$ cat src/page_region_allocator_top_defines.svh
// ----------------------------------------------------------------------------
// Page region allocator assertion macros
// Shared concurrent assertion forms, clocked and reset-qualified.
// ----------------------------------------------------------------------------
`ifndef PAGE_REGION_ALLOCATOR_TOP_DEFINES_SVH
`define PAGE_REGION_ALLOCATOR_TOP_DEFINES_SVH

// Same-cycle implication.
`define PRA_ASSERT_IMPL(label, clk, rst_n, ante, cons) \
	label: assert property (@(posedge clk) disable iff (!rst_n) (ante) |-> (cons)) \
		else $error("assertion failed");

// Next-cycle implication.
`define PRA_ASSERT_NEXT(label, clk, rst_n, ante, cons) \
	label: assert property (@(posedge clk) disable iff (!rst_n) (ante) |=> (cons)) \
		else $error("assertion failed");

`endif

$ cat src/pra_pkg.sv
// ----------------------------------------------------------------------------
// Page region allocator package
// Payload types, codes, reset values and page rounding shared by the allocator, checker and testbench.
// ----------------------------------------------------------------------------
package pra_pkg;

	localparam int REGION_SLOTS_DEF = 16;
	localparam int PAGE_BYTES_DEF   = 4096;

	localparam logic [31:0] AREA_TOP_RST = 32'h0040_0000;
	localparam logic [31:0] AREA_LOW_RST = 32'h0000_0000;

	// Request codes
	localparam logic REQ_MAP   = 1'b0;
	localparam logic REQ_UNMAP = 1'b1;

	// Configuration register indexes
	localparam logic CFG_AREA_TOP = 1'b0;
	localparam logic CFG_AREA_LOW = 1'b1;

	typedef struct packed {
		logic        req_type;
		logic [31:0] region_address;
		logic [31:0] byte_length;
	} req_t;

	typedef struct packed {
		logic        failed;
		logic [31:0] mapped_base;
	} rsp_t;

	typedef enum logic [2:0] {
		ST_IDLE,
		ST_DECODE,
		ST_SCAN,
		ST_UNMAP,
		ST_FINISH
	} pra_state_t;

	// Control from the top level into the allocator core
	typedef struct packed {
		logic start;
		logic res_room;
	} pra_ctl_t;

	// Status from the allocator core
	typedef struct packed {
		logic idle;
		logic done;
		rsp_t rsp;
	} pra_status_t;

	// Round up to a whole page; mask is the page alignment mask
	function automatic logic [31:0] pra_round_up(input logic [31:0] v, input logic [31:0] mask);
		return (v + ~mask) & mask;
	endfunction

endpackage

$ cat src/pra_ram.sv
// ----------------------------------------------------------------------------
// Generic simple dual-port RAM
// One write port, one read port, read data registered.
// ----------------------------------------------------------------------------
module pra_ram #(
	parameter int WIDTH  = 64,
	parameter int DEPTH  = 16,
	parameter int ADDR_W = (DEPTH > 1) ? $clog2(DEPTH) : 1
) (
	input  logic              clk,
	input  logic              wr_en,
	input  logic [ADDR_W-1:0] wr_addr,
	input  logic [WIDTH-1:0]  wr_data,
	input  logic              rd_en,
	input  logic [ADDR_W-1:0] rd_addr,
	output logic [WIDTH-1:0]  rd_data
);

	logic [WIDTH-1:0] mem_q [DEPTH];

	always_ff @(posedge clk) begin
		if (wr_en) begin
			mem_q[wr_addr] <= wr_data;
		end
		if (rd_en) begin
			rd_data <= mem_q[rd_addr];
		end
	end

endmodule

$ cat src/pra_ctrl.sv
// ----------------------------------------------------------------------------
// Page region allocator core
// Sequencer that walks the slot table in RAM for map scans and unmap lookups.
// ----------------------------------------------------------------------------
`include "page_region_allocator_top_defines.svh"

module pra_ctrl import pra_pkg::*; #(
	parameter int REGION_SLOTS = REGION_SLOTS_DEF,
	parameter int PAGE_BYTES   = PAGE_BYTES_DEF
) (
	input  logic        clk,
	input  logic        arst_n,
	input  pra_ctl_t    ctl,
	input  req_t        req,
	input  logic [31:0] area_top,
	input  logic [31:0] area_low,
	output pra_status_t status
);

	localparam int IDX_W = (REGION_SLOTS > 1) ? $clog2(REGION_SLOTS) : 1;
	localparam int CNT_W = $clog2(REGION_SLOTS + 1);
	localparam logic [31:0] PAGE_W    = 32'(PAGE_BYTES);
	localparam logic [31:0] PAGE_MASK = ~(PAGE_W - 32'd1);
	localparam logic [IDX_W-1:0] LAST_IDX = IDX_W'(REGION_SLOTS - 1);
	localparam logic [CNT_W-1:0] SLOT_CNT = CNT_W'(REGION_SLOTS);

	pra_state_t state_q, state_d;

	logic              type_q;
	logic [31:0]       addr_q;
	logic [31:0]       len_q;
	logic              blen_zero_q;
	logic [31:0]       cand_q;
	logic [IDX_W-1:0]  free_q;
	logic [CNT_W-1:0]  rd_k_q;
	logic              chk_valid_s1;
	logic [IDX_W-1:0]  chk_k_s1;
	logic [REGION_SLOTS-1:0] used_q;
	rsp_t              res_q, res_d;

	logic              free_found;
	logic [IDX_W-1:0]  free_idx;
	logic [31:0]       diff, cand0, cand_next;
	logic              map_bad, step_end;
	logic [63:0]       rd_data;
	logic [31:0]       slot_b, slot_l;
	logic              chk_used, collide, last_chk, unmap_hit;
	logic              issue, load, restart, set_res, done;
	logic              map_commit, unmap_commit;

	// Lowest-numbered free slot
	always_comb begin
		free_found = 1'b0;
		free_idx   = '0;
		for (int k = REGION_SLOTS - 1; k >= 0; k--) begin
			if (!used_q[k]) begin
				free_found = 1'b1;
				free_idx   = IDX_W'(k);
			end
		end
	end

	assign diff      = area_top - area_low;
	assign cand0     = (area_top - len_q) & PAGE_MASK;
	assign map_bad   = blen_zero_q || (len_q == 32'd0) || (len_q > diff) || !free_found ||
		(cand0 < area_low);
	assign cand_next = cand_q - PAGE_W;
	assign step_end  = (cand_q < PAGE_W) || (cand_next < area_low);

	assign slot_b    = rd_data[63:32];
	assign slot_l    = rd_data[31:0];
	assign chk_used  = used_q[chk_k_s1];
	assign collide   = chk_valid_s1 && chk_used && (cand_q < slot_b + slot_l) &&
		(cand_q + len_q > slot_b);
	assign last_chk  = chk_valid_s1 && (chk_k_s1 == LAST_IDX);
	assign unmap_hit = chk_valid_s1 && chk_used && (slot_b == addr_q) &&
		((len_q == 32'd0) || (len_q == slot_l));

	always_comb begin
		state_d      = state_q;
		res_d        = '0;
		issue        = 1'b0;
		load         = 1'b0;
		restart      = 1'b0;
		set_res      = 1'b0;
		done         = 1'b0;
		map_commit   = 1'b0;
		unmap_commit = 1'b0;
		case (state_q)
			ST_IDLE: begin
				if (ctl.start) begin
					state_d = ST_DECODE;
				end
			end
			ST_DECODE: begin
				load = 1'b1;
				if (type_q == REQ_MAP) begin
					if (map_bad) begin
						set_res      = 1'b1;
						res_d.failed = 1'b1;
					end else begin
						state_d = ST_SCAN;
					end
				end else begin
					if (addr_q == 32'd0) begin
						set_res      = 1'b1;
						res_d.failed = 1'b1;
					end else begin
						state_d = ST_UNMAP;
					end
				end
			end
			ST_SCAN: begin
				if (collide) begin
					// Drop this candidate; step one page down, or fail if that leaves the area
					if (step_end) begin
						set_res      = 1'b1;
						res_d.failed = 1'b1;
					end else begin
						restart = 1'b1;
					end
				end else if (last_chk) begin
					map_commit        = 1'b1;
					set_res           = 1'b1;
					res_d.mapped_base = cand_q;
				end else begin
					issue = (rd_k_q < SLOT_CNT);
				end
			end
			ST_UNMAP: begin
				if (unmap_hit) begin
					unmap_commit = 1'b1;
					set_res      = 1'b1;
				end else if (last_chk) begin
					set_res      = 1'b1;
					res_d.failed = 1'b1;
				end else begin
					issue = (rd_k_q < SLOT_CNT);
				end
			end
			ST_FINISH: begin
				if (ctl.res_room) begin
					done    = 1'b1;
					state_d = ST_IDLE;
				end
			end
			default: begin
				state_d = ST_IDLE;
			end
		endcase
		if (set_res) begin
			state_d = ST_FINISH;
		end
	end

	always_ff @(posedge clk or negedge arst_n) begin
		if (!arst_n) begin
			state_q      <= ST_IDLE;
			chk_valid_s1 <= 1'b0;
			used_q       <= '0;
			rd_k_q       <= '0;
		end else begin
			state_q      <= state_d;
			chk_valid_s1 <= issue;
			if (load || restart) begin
				rd_k_q <= '0;
			end else if (issue) begin
				rd_k_q <= rd_k_q + CNT_W'(1);
			end
			if (map_commit) begin
				used_q[free_q] <= 1'b1;
			end
			if (unmap_commit) begin
				used_q[chk_k_s1] <= 1'b0;
			end
		end
	end

	always_ff @(posedge clk) begin
		if (ctl.start) begin
			type_q      <= req.req_type;
			addr_q      <= req.region_address;
			len_q       <= pra_round_up(req.byte_length, PAGE_MASK);
			blen_zero_q <= (req.byte_length == 32'd0);
		end
		if (load) begin
			cand_q <= cand0;
			free_q <= free_idx;
		end else if (restart) begin
			cand_q <= cand_next;
		end
		chk_k_s1 <= rd_k_q[IDX_W-1:0];
		if (set_res) begin
			res_q <= res_d;
		end
	end

	pra_ram #(
		.WIDTH (64),
		.DEPTH (REGION_SLOTS)
	) u_slot_ram (
		.clk     (clk),
		.wr_en   (map_commit),
		.wr_addr (free_q),
		.wr_data ({cand_q, len_q}),
		.rd_en   (issue),
		.rd_addr (rd_k_q[IDX_W-1:0]),
		.rd_data (rd_data)
	);

	assign status.idle = (state_q == ST_IDLE);
	assign status.done = done;
	assign status.rsp  = res_q;

	`PRA_ASSERT_IMPL(a_start_idle, clk, arst_n, ctl.start, state_q == ST_IDLE)
	`PRA_ASSERT_IMPL(a_done_room, clk, arst_n, done, ctl.res_room)
	`PRA_ASSERT_IMPL(a_fail_no_base, clk, arst_n, done && res_q.failed,
		res_q.mapped_base == 32'd0)
	`PRA_ASSERT_NEXT(a_commit_used, clk, arst_n, map_commit, used_q[$past(free_q)])
	`PRA_ASSERT_IMPL(a_chk_busy, clk, arst_n, chk_valid_s1,
		state_q == ST_SCAN || state_q == ST_UNMAP)

endmodule

$ cat src/page_region_allocator_top.sv
// ----------------------------------------------------------------------------
// Page region allocator
// Top-down first-fit allocator of page-aligned regions over a slot table.
// ----------------------------------------------------------------------------
//  channel | signals                          | item
//  --------+----------------------------------+------------------------------
//  req     | req_valid, req_ready, req        | map or unmap request
//  rsp     | rsp_valid, rsp_ready, rsp        | failed flag and mapped base
//  cfg     | cfg_valid, cfg_ready, cfg_index, | area_top / area_low write
//          | cfg_data                         |
//
// Slot bases and lengths sit in one RAM read one slot per cycle. A map is
// decoded, then tests candidate pages from the top down, reading slots up to
// and including the first colliding one, or all slots for the candidate that
// fits. An unmap reads slots until a match or the last slot. Used marks are
// flip-flops cleared at reset, so there is no clearing pass. A result waits in
// the rsp register; one more request is taken and its result holds until rsp
// drains.
// ----------------------------------------------------------------------------
module page_region_allocator_top import pra_pkg::*; #(
	parameter int REGION_SLOTS = REGION_SLOTS_DEF,
	parameter int PAGE_BYTES   = PAGE_BYTES_DEF
) (
	input  logic        clk,
	input  logic        arst_n,
	input  logic        req_valid,
	output logic        req_ready,
	input  req_t        req,
	output logic        rsp_valid,
	input  logic        rsp_ready,
	output rsp_t        rsp,
	input  logic        cfg_valid,
	output logic        cfg_ready,
	input  logic        cfg_index,
	input  logic [31:0] cfg_data
);

	logic [31:0] area_top_q, area_low_q;
	logic        rsp_valid_q;
	rsp_t        rsp_q;
	pra_ctl_t    ctl;
	pra_status_t status;

	assign cfg_ready    = 1'b1;
	assign req_ready    = status.idle;
	assign ctl.start    = req_valid && status.idle;
	assign ctl.res_room = !rsp_valid_q || rsp_ready;

	always_ff @(posedge clk or negedge arst_n) begin
		if (!arst_n) begin
			area_top_q  <= AREA_TOP_RST;
			area_low_q  <= AREA_LOW_RST;
			rsp_valid_q <= 1'b0;
		end else begin
			if (cfg_valid) begin
				case (cfg_index)
					CFG_AREA_TOP: area_top_q <= cfg_data;
					CFG_AREA_LOW: area_low_q <= cfg_data;
					default: ;
				endcase
			end
			if (status.done) begin
				rsp_valid_q <= 1'b1;
			end else if (rsp_ready) begin
				rsp_valid_q <= 1'b0;
			end
		end
	end

	always_ff @(posedge clk) begin
		if (status.done) begin
			rsp_q <= status.rsp;
		end
	end

	assign rsp_valid = rsp_valid_q;
	assign rsp       = rsp_q;

	pra_ctrl #(
		.REGION_SLOTS (REGION_SLOTS),
		.PAGE_BYTES   (PAGE_BYTES)
	) u_ctrl (
		.clk      (clk),
		.arst_n   (arst_n),
		.ctl      (ctl),
		.req      (req),
		.area_top (area_top_q),
		.area_low (area_low_q),
		.status   (status)
	);

endmodule

$ cat config.mk
export PLATFORM = sky130hd
export DESIGN_NAME = page_region_allocator_top
export DESIGN_NICKNAME = d
export VERILOG_FILES = /design/src/pra_pkg.sv /design/src/pra_ram.sv /design/src/pra_ctrl.sv /design/src/page_region_allocator_top.sv
export VERILOG_INCLUDE_DIRS = /design/src /design/src/src
export SDC_FILE = /design/constraint.sdc
export NUM_CORES = 1
export LEC_CHECK = 0
export ABC_AREA = 1
export BUFFER_PORTS_ARGS = -buffer_cell sky130_fd_sc_hd__buf_2
export CELL_PAD_IN_SITES_DETAIL_PLACEMENT = 1
export CELL_PAD_IN_SITES_GLOBAL_PLACEMENT = 1
export CORE_ASPECT_RATIO = 0.7
export CORE_MARGIN = 5
export CORE_UTILIZATION = 25
export CTS_CLUSTER_SIZE = 14
export DETAILED_ROUTE_END_ITERATION = 10
export PLACE_DENSITY_LB_ADDON = 0.1
export SYNTH_ARGS = -nofsm -noshare
export SYNTH_HDL_FRONTEND = slang
export SYNTH_SLANG_ARGS = --single-unit
$ cat constraint.sdc
create_clock -name clk -period 5.74 [get_ports clk]
set_input_delay 0 -clock clk [delete_from_list [all_inputs] [get_ports clk]]
set_output_delay 0 -clock clk [all_outputs]
set_load 0.005 [all_outputs]
==> reports/metrics.yaml, run 1 <==
worst_setup_path:
  cp.depth: 24
  crit_path_frequent_cell: "nand2_1"
  cp_top_family: "simple AND/OR/NAND/NOR gates"
  path_cells: "ha_1, nand2_1, nand2_1, o21bai_1, nand2_1, o211ai_1, a21oi_1, o21ai_1, a21boi_0, o21ai_0, xor2_1, ha_1, nand2_1, nor2_1, nand2_1, nor3b_1, nand2_1, nand3_1, nor2_1, nand2_1, nand2_2, nor2_8, nand2_2, nor2_2"
  r2r_cells: 24
  cp_slowest_cell: "nor2_2"
  critPathMaxFanout: 10
  max_stage_delay_ns: 0.96
  critPathCaptureType: "flip-flop"
  crit_type: "reg -> reg"
  cp.arrival_ns: 5.75
  start_kind: "flip-flop"
  cp.required_ns: 6.08
  crit_buf_inv: 0
grt:
  grt_first_pass_wirelength_um: 232400
  track_usage: 0.1808
  grt_max_degree: 108
  antenna_found_initial: 9
  grt-ovfl-total: 0
  grt_pass1_vias: 31080
timing:
  finalSetupTns_ns: 0
  hold_ws_ns: 0.08332
  finalSetupViolCount: 0
  report.final.slew_viol_count: 0
  rsz0062_at_grt: "false"
  fin_skew_ns: 0.05411
  layout_min_cycle_time_ns: 5.418
  fmax_ghz: 0.1846
  slew_headroom: 0.1689
  hold_viol: 0
  tightestPinTransition_ns: 1.245
  fin_crit_sh: 0.9439
  fin_ws_ns: 0.3221
yosys:
  ys_top_cells_by_count: "edfxtp_1 (800), nor2_1 (543), nand2_1 (494), inv_1 (303), o21ai_0 (302)"
  yosysTopAreaCell: "edfxtp_1"
  synth_edf_count: 800
  synth.distinct_cells: 58
  synth.area.top_cells: "edfxtp_1 (57%), ha_1 (5.6%), dfrtp_1 (5.3%)"
  yosysSeqAreaShare: 0.6240
  synth_area_sq_um: 42240
  synthAdderAreaFrac: 0.05788
  netlist_instances: 3762
  synth_top_area_share: 0.5687
  ys_seq_elements: 894
  synth_xor_xnor_area_share: 0.02924
  syn_avg_cell_area_sq_um: 11.23
  synth_mux_area_frac: 0.01493
  synth_top_family_by_area: "simple AND/OR/NAND/NOR gates"
  yosys.area_share.simple: 0.1274
  synth_compound_area_frac: 0.1034
  async_flop_share: 0.1007
  yosys_warnings: 0
  yosys_most_used_dff: "edfxtp_1"
  synth_most_common_cell: "edfxtp_1"
drt:
  routed-wl-met3_um: 8225
  vias_per_cell: 4.643
  wl_met1_um: 81340
  dr.pass1.iters: 6
  route.met2.wl_um: 69860
  via_count: 30020
  final_antenna_net_count: 0
  drt_wl_total_um: 163200
  wl_per_cell_um: 25.25
  drc: 0
  initialDrtViolationCount: 2204
  topRoutingLayerUsed: "met4"
cells_and_area:
  nFillCells: 18560
  postLayoutCoreUtil: 0.3047
  drive_above_1_share: 0.1077
  syn2layout_area_growth_pct: 21.36
  nNetsFinal: 4433
cts:
  cts_buffers: 100
  cts_tree: "done"
  cts_root_buf: "clkbuf_16"
  cts_buffer_depth: 3
  path_clk_slew_ns: 0.06
  worstSkewPairLatency_ns: 0.75
  cts.htree.levels: 3
  cts_sinks: 894
die:
  fp-row-count: 126
  core-area_sq_um: 168200
  dieArea_sq_um: 177400
  num_io_pins: 139
  fp.dieH_um: 353.9
  start_util: 0.2511
  die_w_um: 501.3
placement:
  portBuffers: 125
  gp_congestion: 0.7926
  post-place-ws_ns: 0.1737
  dp_hpwl_um: 109500
power_and_ir_drop:
  peakVddDrop_uv: 236.4
  powerDensity_nw_per_um2: 496.2
  power_leakage_nw: 19.12
  finalPower_mw: 25.44
job:
  drv_cap: 0
run_status:
  status: "complete, no violations"
worst_hold_path:
  whs_path_depth: 4
  hp-class: "in -> reg"
-- flip-flops by register name, indices dropped and copies added (netlist names), 5 cells and up --
name and flops:
u_ctrl.status 21, area_top_q 32, u_ctrl.len_q 20, u_ctrl.u_slot_ram.rd_data 40, rsp 21, u_ctrl.cand_q 20
u_ctrl.rd_k_q 5, u_ctrl.u_slot_ram.mem_q 640, u_ctrl.addr_q 32, u_ctrl.used_q 16, area_low_q 32
-- layout by cell type (no fill, tap or decap), types with 24 or more instances in the layout --
| cell type | instances |
|---|---|
| edfxtp_1 | 800 |
| nor2_1 | 525 |
| nand2_1 | 492 |
| inv_1 | 302 |
| o21ai_0 | 301 |
| ha_1 | 189 |
| dlygate4sd3_1 | 156 |
| a21oi_1 | 147 |
| nand3_1 | 143 |
| buf_2 | 124 |
| buf_4 | 112 |
| clkbuf_16 | 102 |
| o32ai_1 | 97 |
| dfrtp_1 | 86 |
| xor2_1 | 80 |
| mux2i_1 | 63 |
| o221ai_1 | 63 |
| xnor2_1 | 61 |
| nand4_1 | 43 |
| nor4_1 | 30 |
| o211ai_1 | 25 |
| clkbuf_1 | 24 |
-- final timing paths --
kind / to / start / slack [ns]
setup / recovery: u_ctrl.u_slot_ram.mem_q[13][50] / u_ctrl.u_slot_ram.rd_data[16] / 0.32
hold / removal: area_low_q[27] / cfg_data[27] / 0.08
setup reg to reg: u_ctrl.u_slot_ram.mem_q[13][50] / u_ctrl.u_slot_ram.rd_data[16] / 0.32
hold reg to reg: rsp[15] / u_ctrl.status[15] / 0.43
max in group asynchronous: u_ctrl.rd_k_q[1] / arst_n / 4.41
min in group asynchronous: area_top_q[22] / arst_n / 0.33
-- timing repair --
action                                  in CTS  in global routing
resized for setup                            0                  3
setup buffers                                0                 12
hold endpoints to repair                   207                  0
endpoints found under the setup margin       0                156
hold buffers                               157                  0
-- tightest hold or removal path, delay by kind of cell --
family	cells	cell delay, ns
buffers and inverters	3	0.70
AOI/OAI and AO/OA	1	0.07
-- area by class of cell --
type | count | area, sq um | share of cell area
clock inverter | 55 | 575.6 | 0.01123
antenna | 7 | 17.52 | 0.0003417
timing repair buffer | 412 | 3415 | 0.06661
sequential | 894 | 26370 | 0.5144
tap | 2240 | 2803 | 0.05467
clock buffer | 127 | 2656 | 0.05182
inverter | 308 | 1166 | 0.02275
multi-input combinational | 2421 | 14260 | 0.2782
-- power breakdown --
group | total (mW) | switching, mW | internal, mW | leakage, nW
Combinational | 10.2 | 7.01 | 3.21 | 9.12
Sequential | 8.66 | 0.598 | 8.06 | 8.42
Clock | 6.56 | 2.83 | 3.73 | 1.58
-- stage by stage --
stage | std cells | instance area [sq um]
detailed placement | 6104 | 46310
finish | 6464 | 51260
CTS | 6443 | 51120
global placement | 6104 | 46310
global route | 6461 | 51260
floorplan | 3773 | 42280
-- cells by family (layout without fill, tap and decap cells) --
group,after synthesis,count (layout)
other,2,20
adders and majority gates,193,193
muxes,63,63
and+or+nand+nor,1299,1301
xor gates and xnor gates,141,141
buffers and inverters,460,902
DFF,894,894
AOI/OAI and AO/OA,710,710
-- layer usage --
layer | track usage | vias to the layer above
met5 | 0 | -
met1 | 0.2673 | 15070
met2 | 0.2710 | 548
li1 | - | 14230
met3 | 0.03654 | 171
met4 | 0.04104 | 0
Note: power is estimated with default switching activity, not from simulation.
==> run 2: changes to the inputs <==
--- a/config.mk
+++ b/config.mk
@@ -11,11 +11,13 @@
 export CELL_PAD_IN_SITES_DETAIL_PLACEMENT = 1
 export CELL_PAD_IN_SITES_GLOBAL_PLACEMENT = 1
 export CORE_ASPECT_RATIO = 0.7
-export CORE_MARGIN = 5
+export CORE_MARGIN = 2
 export CORE_UTILIZATION = 25
+export CTS_BUF_LIST = sky130_fd_sc_hd__clkbuf_4
 export CTS_CLUSTER_SIZE = 14
 export DETAILED_ROUTE_END_ITERATION = 10
 export PLACE_DENSITY_LB_ADDON = 0.1
+export REMOVE_ABC_BUFFERS = 1
 export SYNTH_ARGS = -nofsm -noshare
 export SYNTH_HDL_FRONTEND = slang
 export SYNTH_SLANG_ARGS = --single-unit
==> run 2 against run 1 <==
Clock skew is 0.027 ns higher. First-iteration DRC count is 6.4% lower. Highest routed layer unchanged. Global-route usage is 0.72 points higher. Power is 4.4% lower. Largest power group unchanged. Critical endpoint is now u_ctrl.u_slot_ram.mem_q[1][2]. Critical path type unchanged. Clock power is 14% lower.
==> reports/metrics.yaml, run 2 (synthesis gave the netlist of run 1 again) <==
timing:
  finalSetupViolCount: 0  # unchanged
  slew_headroom: 0.2505  # +0.08164
  layout_min_cycle_time_ns: 5.231  # -0.1867 ns
  hold_ws_ns: 0.2242  # +0.1408 ns
  tightestPinTransition_ns: 1.120  # -0.1251 ns
  fmax_ghz: 0.1912  # +3.6%
  rsz0062_at_grt: "false"
  fin_crit_sh: 0.9113  # -0.03253
  hold_viol: 0  # unchanged
  report.final.slew_viol_count: 0  # unchanged
  fin_skew_ns: 0.08123  # +0.02713 ns
cells_and_area:
  drive_above_1_share: 0.1421  # +0.03448
  largest-register: "u_ctrl.u_slot_ram.mem_q"
  nNetsFinal: 4669  # +5.3%
  syn2layout_area_growth_pct: 23.50
  reg_top3: "u_ctrl.u_slot_ram.mem_q x640, u_ctrl.u_slot_ram.rd_data x40"
  final_cell_mix: "edfxtp_1 (800), nor2_1 (526), nand2_1 (492)"
  final_common_cell: "edfxtp_1"
  largest_reg_flops: 640  # unchanged
  fin_cells: 6800  # +5.2%
power_and_ir_drop:
  power_leakage_nw: 19.76  # +3.3%
  peakVddDrop_uv: 224.3  # -5.1%
  powerDensity_nw_per_um2: 466.0  # -6.1%
  finalPower_mw: 24.31  # -4.4%
grt:
  track_usage: 0.1880  # +0.007219
  grt_max_degree: 148  # +37%
  grt_pass1_vias: 32660  # +5.1%
  grt_first_pass_wirelength_um: 233200  # +0.36%
  grt-ovfl-total: 0  # unchanged
  antenna_found_initial: 14  # +5
die:
  fp-row-count: 126  # unchanged
  start_util: 0.2511  # unchanged
  dieArea_sq_um: 172300  # -2.9%
  die_w_um: 495.3  # -1.2%
  fp.dieH_um: 347.9  # -1.7%
  num_io_pins: 139  # unchanged
  core-area_sq_um: 168200  # unchanged
placement:
  portBuffers: 125  # unchanged
  dp_cells: 6097  # -0.11%
  gp_congestion: 0.8130  # +2.6%
  dp_hpwl_um: 110400  # +0.84%
drt:
  wl_per_cell_um: 23.90  # -5.3%
  drc: 0  # unchanged
  vias_per_cell: 4.676  # +0.71%
  initialDrtViolationCount: 2064  # -6.4%
  routed-wl-met3_um: 7681  # -6.6%
  final_antenna_net_count: 0  # unchanged
  wl_met1_um: 82710  # +1.7%
  drt_wl_total_um: 162500  # -0.42%
  topRoutingLayerUsed: "met4"
  route.met2.wl_um: 69080  # -1.1%
  dr.pass1.iters: 5  # -1
  via_count: 31800  # +5.9%
worst_setup_path:
  cp.required_ns: 6.54  # +0.46 ns
  start_kind: "flip-flop"
  cp_slowest_cell: "edfxtp_1"
  endpoint: "u_ctrl.u_slot_ram.mem_q[1][2]"
  worst-r2r-setup-slack_ns: 0.51  # +0.19 ns
  crit_buf_inv: 3  # +3
  r2r_cells: 30  # +25%
  max_stage_delay_ns: 0.43  # -0.53 ns
  startpoint: "u_ctrl.u_slot_ram.rd_data[44]"
  worstReg2RegEnd: "u_ctrl.u_slot_ram.mem_q[1][2]"
  critPathMaxFanout: 41  # +31
  crit_type: "reg -> reg"
  critPathCaptureType: "flip-flop"
  cp.arrival_ns: 6.03  # +0.28 ns
  crit_path_frequent_cell: "nand2_1"
  r2r_start: "u_ctrl.u_slot_ram.rd_data[44]"
  cp_top_family: "simple AND/OR/NAND/NOR gates"
  cp.depth: 30  # +25%
cts:
  cts_buffers: 229  # +130%
  cts_tree: "done"
  cts_sinks: 894  # unchanged
  cts.htree.levels: 4  # +1
  cts_root_buf: "clkbuf_4"
  worstSkewPairLatency_ns: 1.22  # +0.47 ns
  cts_buffer_depth: 3  # unchanged
  path_clk_slew_ns: 0.07  # about the same
worst_hold_path:
  whs_path_depth: 5  # +1
  hp-class: "in -> reg"
job:
  drv_cap: 0  # unchanged
run_status:
  status: "complete, no violations"
## run 2: cell types whose count changed in the layout (fill, tap and decap cells not counted), moves of 4 or more
cell           delta
buf_12            +6
clkinvlp_4        -4
clkinv_1         +41
clkbuf_1         -24
dlygate4sd3_1   +124
bufinv_16         -9
clkbuf_16       -102
buf_4            -22
clkbuf_4        +328
## run 2: metal layers
| layer | GRT usage | up-vias |
|---|---|---|
| met2 | 0.2746 | 697 |
| met5 | 0 | - |
| met1 | 0.2823 | 16040 |
| li1 | - | 14860 |
| met3 | 0.03134 | 200 |
| met4 | 0.05382 | 0 |
## run 2: worst min path at each step
stage / start / slack (ns) / end
2_1_floorplan: arst_n / -0.30 / area_low_q[0]
3_3_place_gp: arst_n / 0.02 / area_low_q[28]
3_5_place_dp: arst_n / 0.02 / area_low_q[28]
4_1_cts: cfg_data[25] / 0.002 / area_low_q[25]
5_1_grt: cfg_data[31] / 0.10 / area_low_q[31]
6_report: cfg_data[14] / 0.22 / area_top_q[14]
## run 2: layout make-up
type	count	area (sq um)
well taps	2240	2803
fillers	18770	116000
diodes	8	20.02
inverters	308	1166
clock inverters	82	457.9
repair buffers	521	4638
multi-input cells	2419	14250
flip-flops and latches	894	26370
clock buffers	328	2462
## run 2: where the power goes
| part | switching [mW] | total, mW | internal [mW] |
|---|---|---|---|
| registers | 0.551 | 8.61 | 8.06 |
| clock network | 2.91 | 5.63 | 2.71 |
| logic | 6.89 | 10.1 | 3.19 |
| total | 10.4 | 24.3 | 14.0 |
## run 2: tightest hold or removal path, cell delays in order
cell and delay [ns]:
dlygate4sd3_1 0.51, buf_2 0.09, dlygate4sd3_1 0.53, inv_1 0.07, o21ai_0 0.15
## run 2: through the flow
| step | instance area (sq um) | worst slack [ns] | util | setup TNS, ns |
|---|---|---|---|---|
| after floorplan | 41620 | -5.638 | - | -232.24 |
| final | 52170 | 0.5089 | 0.3101 | 0 |
| after CTS | 52100 | 0.2523 | 0.3097 | 0 |
| after detailed placement | 46330 | 0.3527 | 0.2754 | 0 |
| after global placement | 46330 | 0.3526 | 0.2754 | 0 |
| after global routing | 52160 | 0.01253 | 0.3101 | 0 |
## run 2: repair_timing
| item | CTS | global route |
|---|---|---|
| hold buffers | 282 | 0 |
| endpoints found under the setup margin | 0 | 52 |
| resized for setup | 0 | 2 |
| buffers inserted | 0 | 3 |
| endpoints found under the hold margin | 286 | 0 |
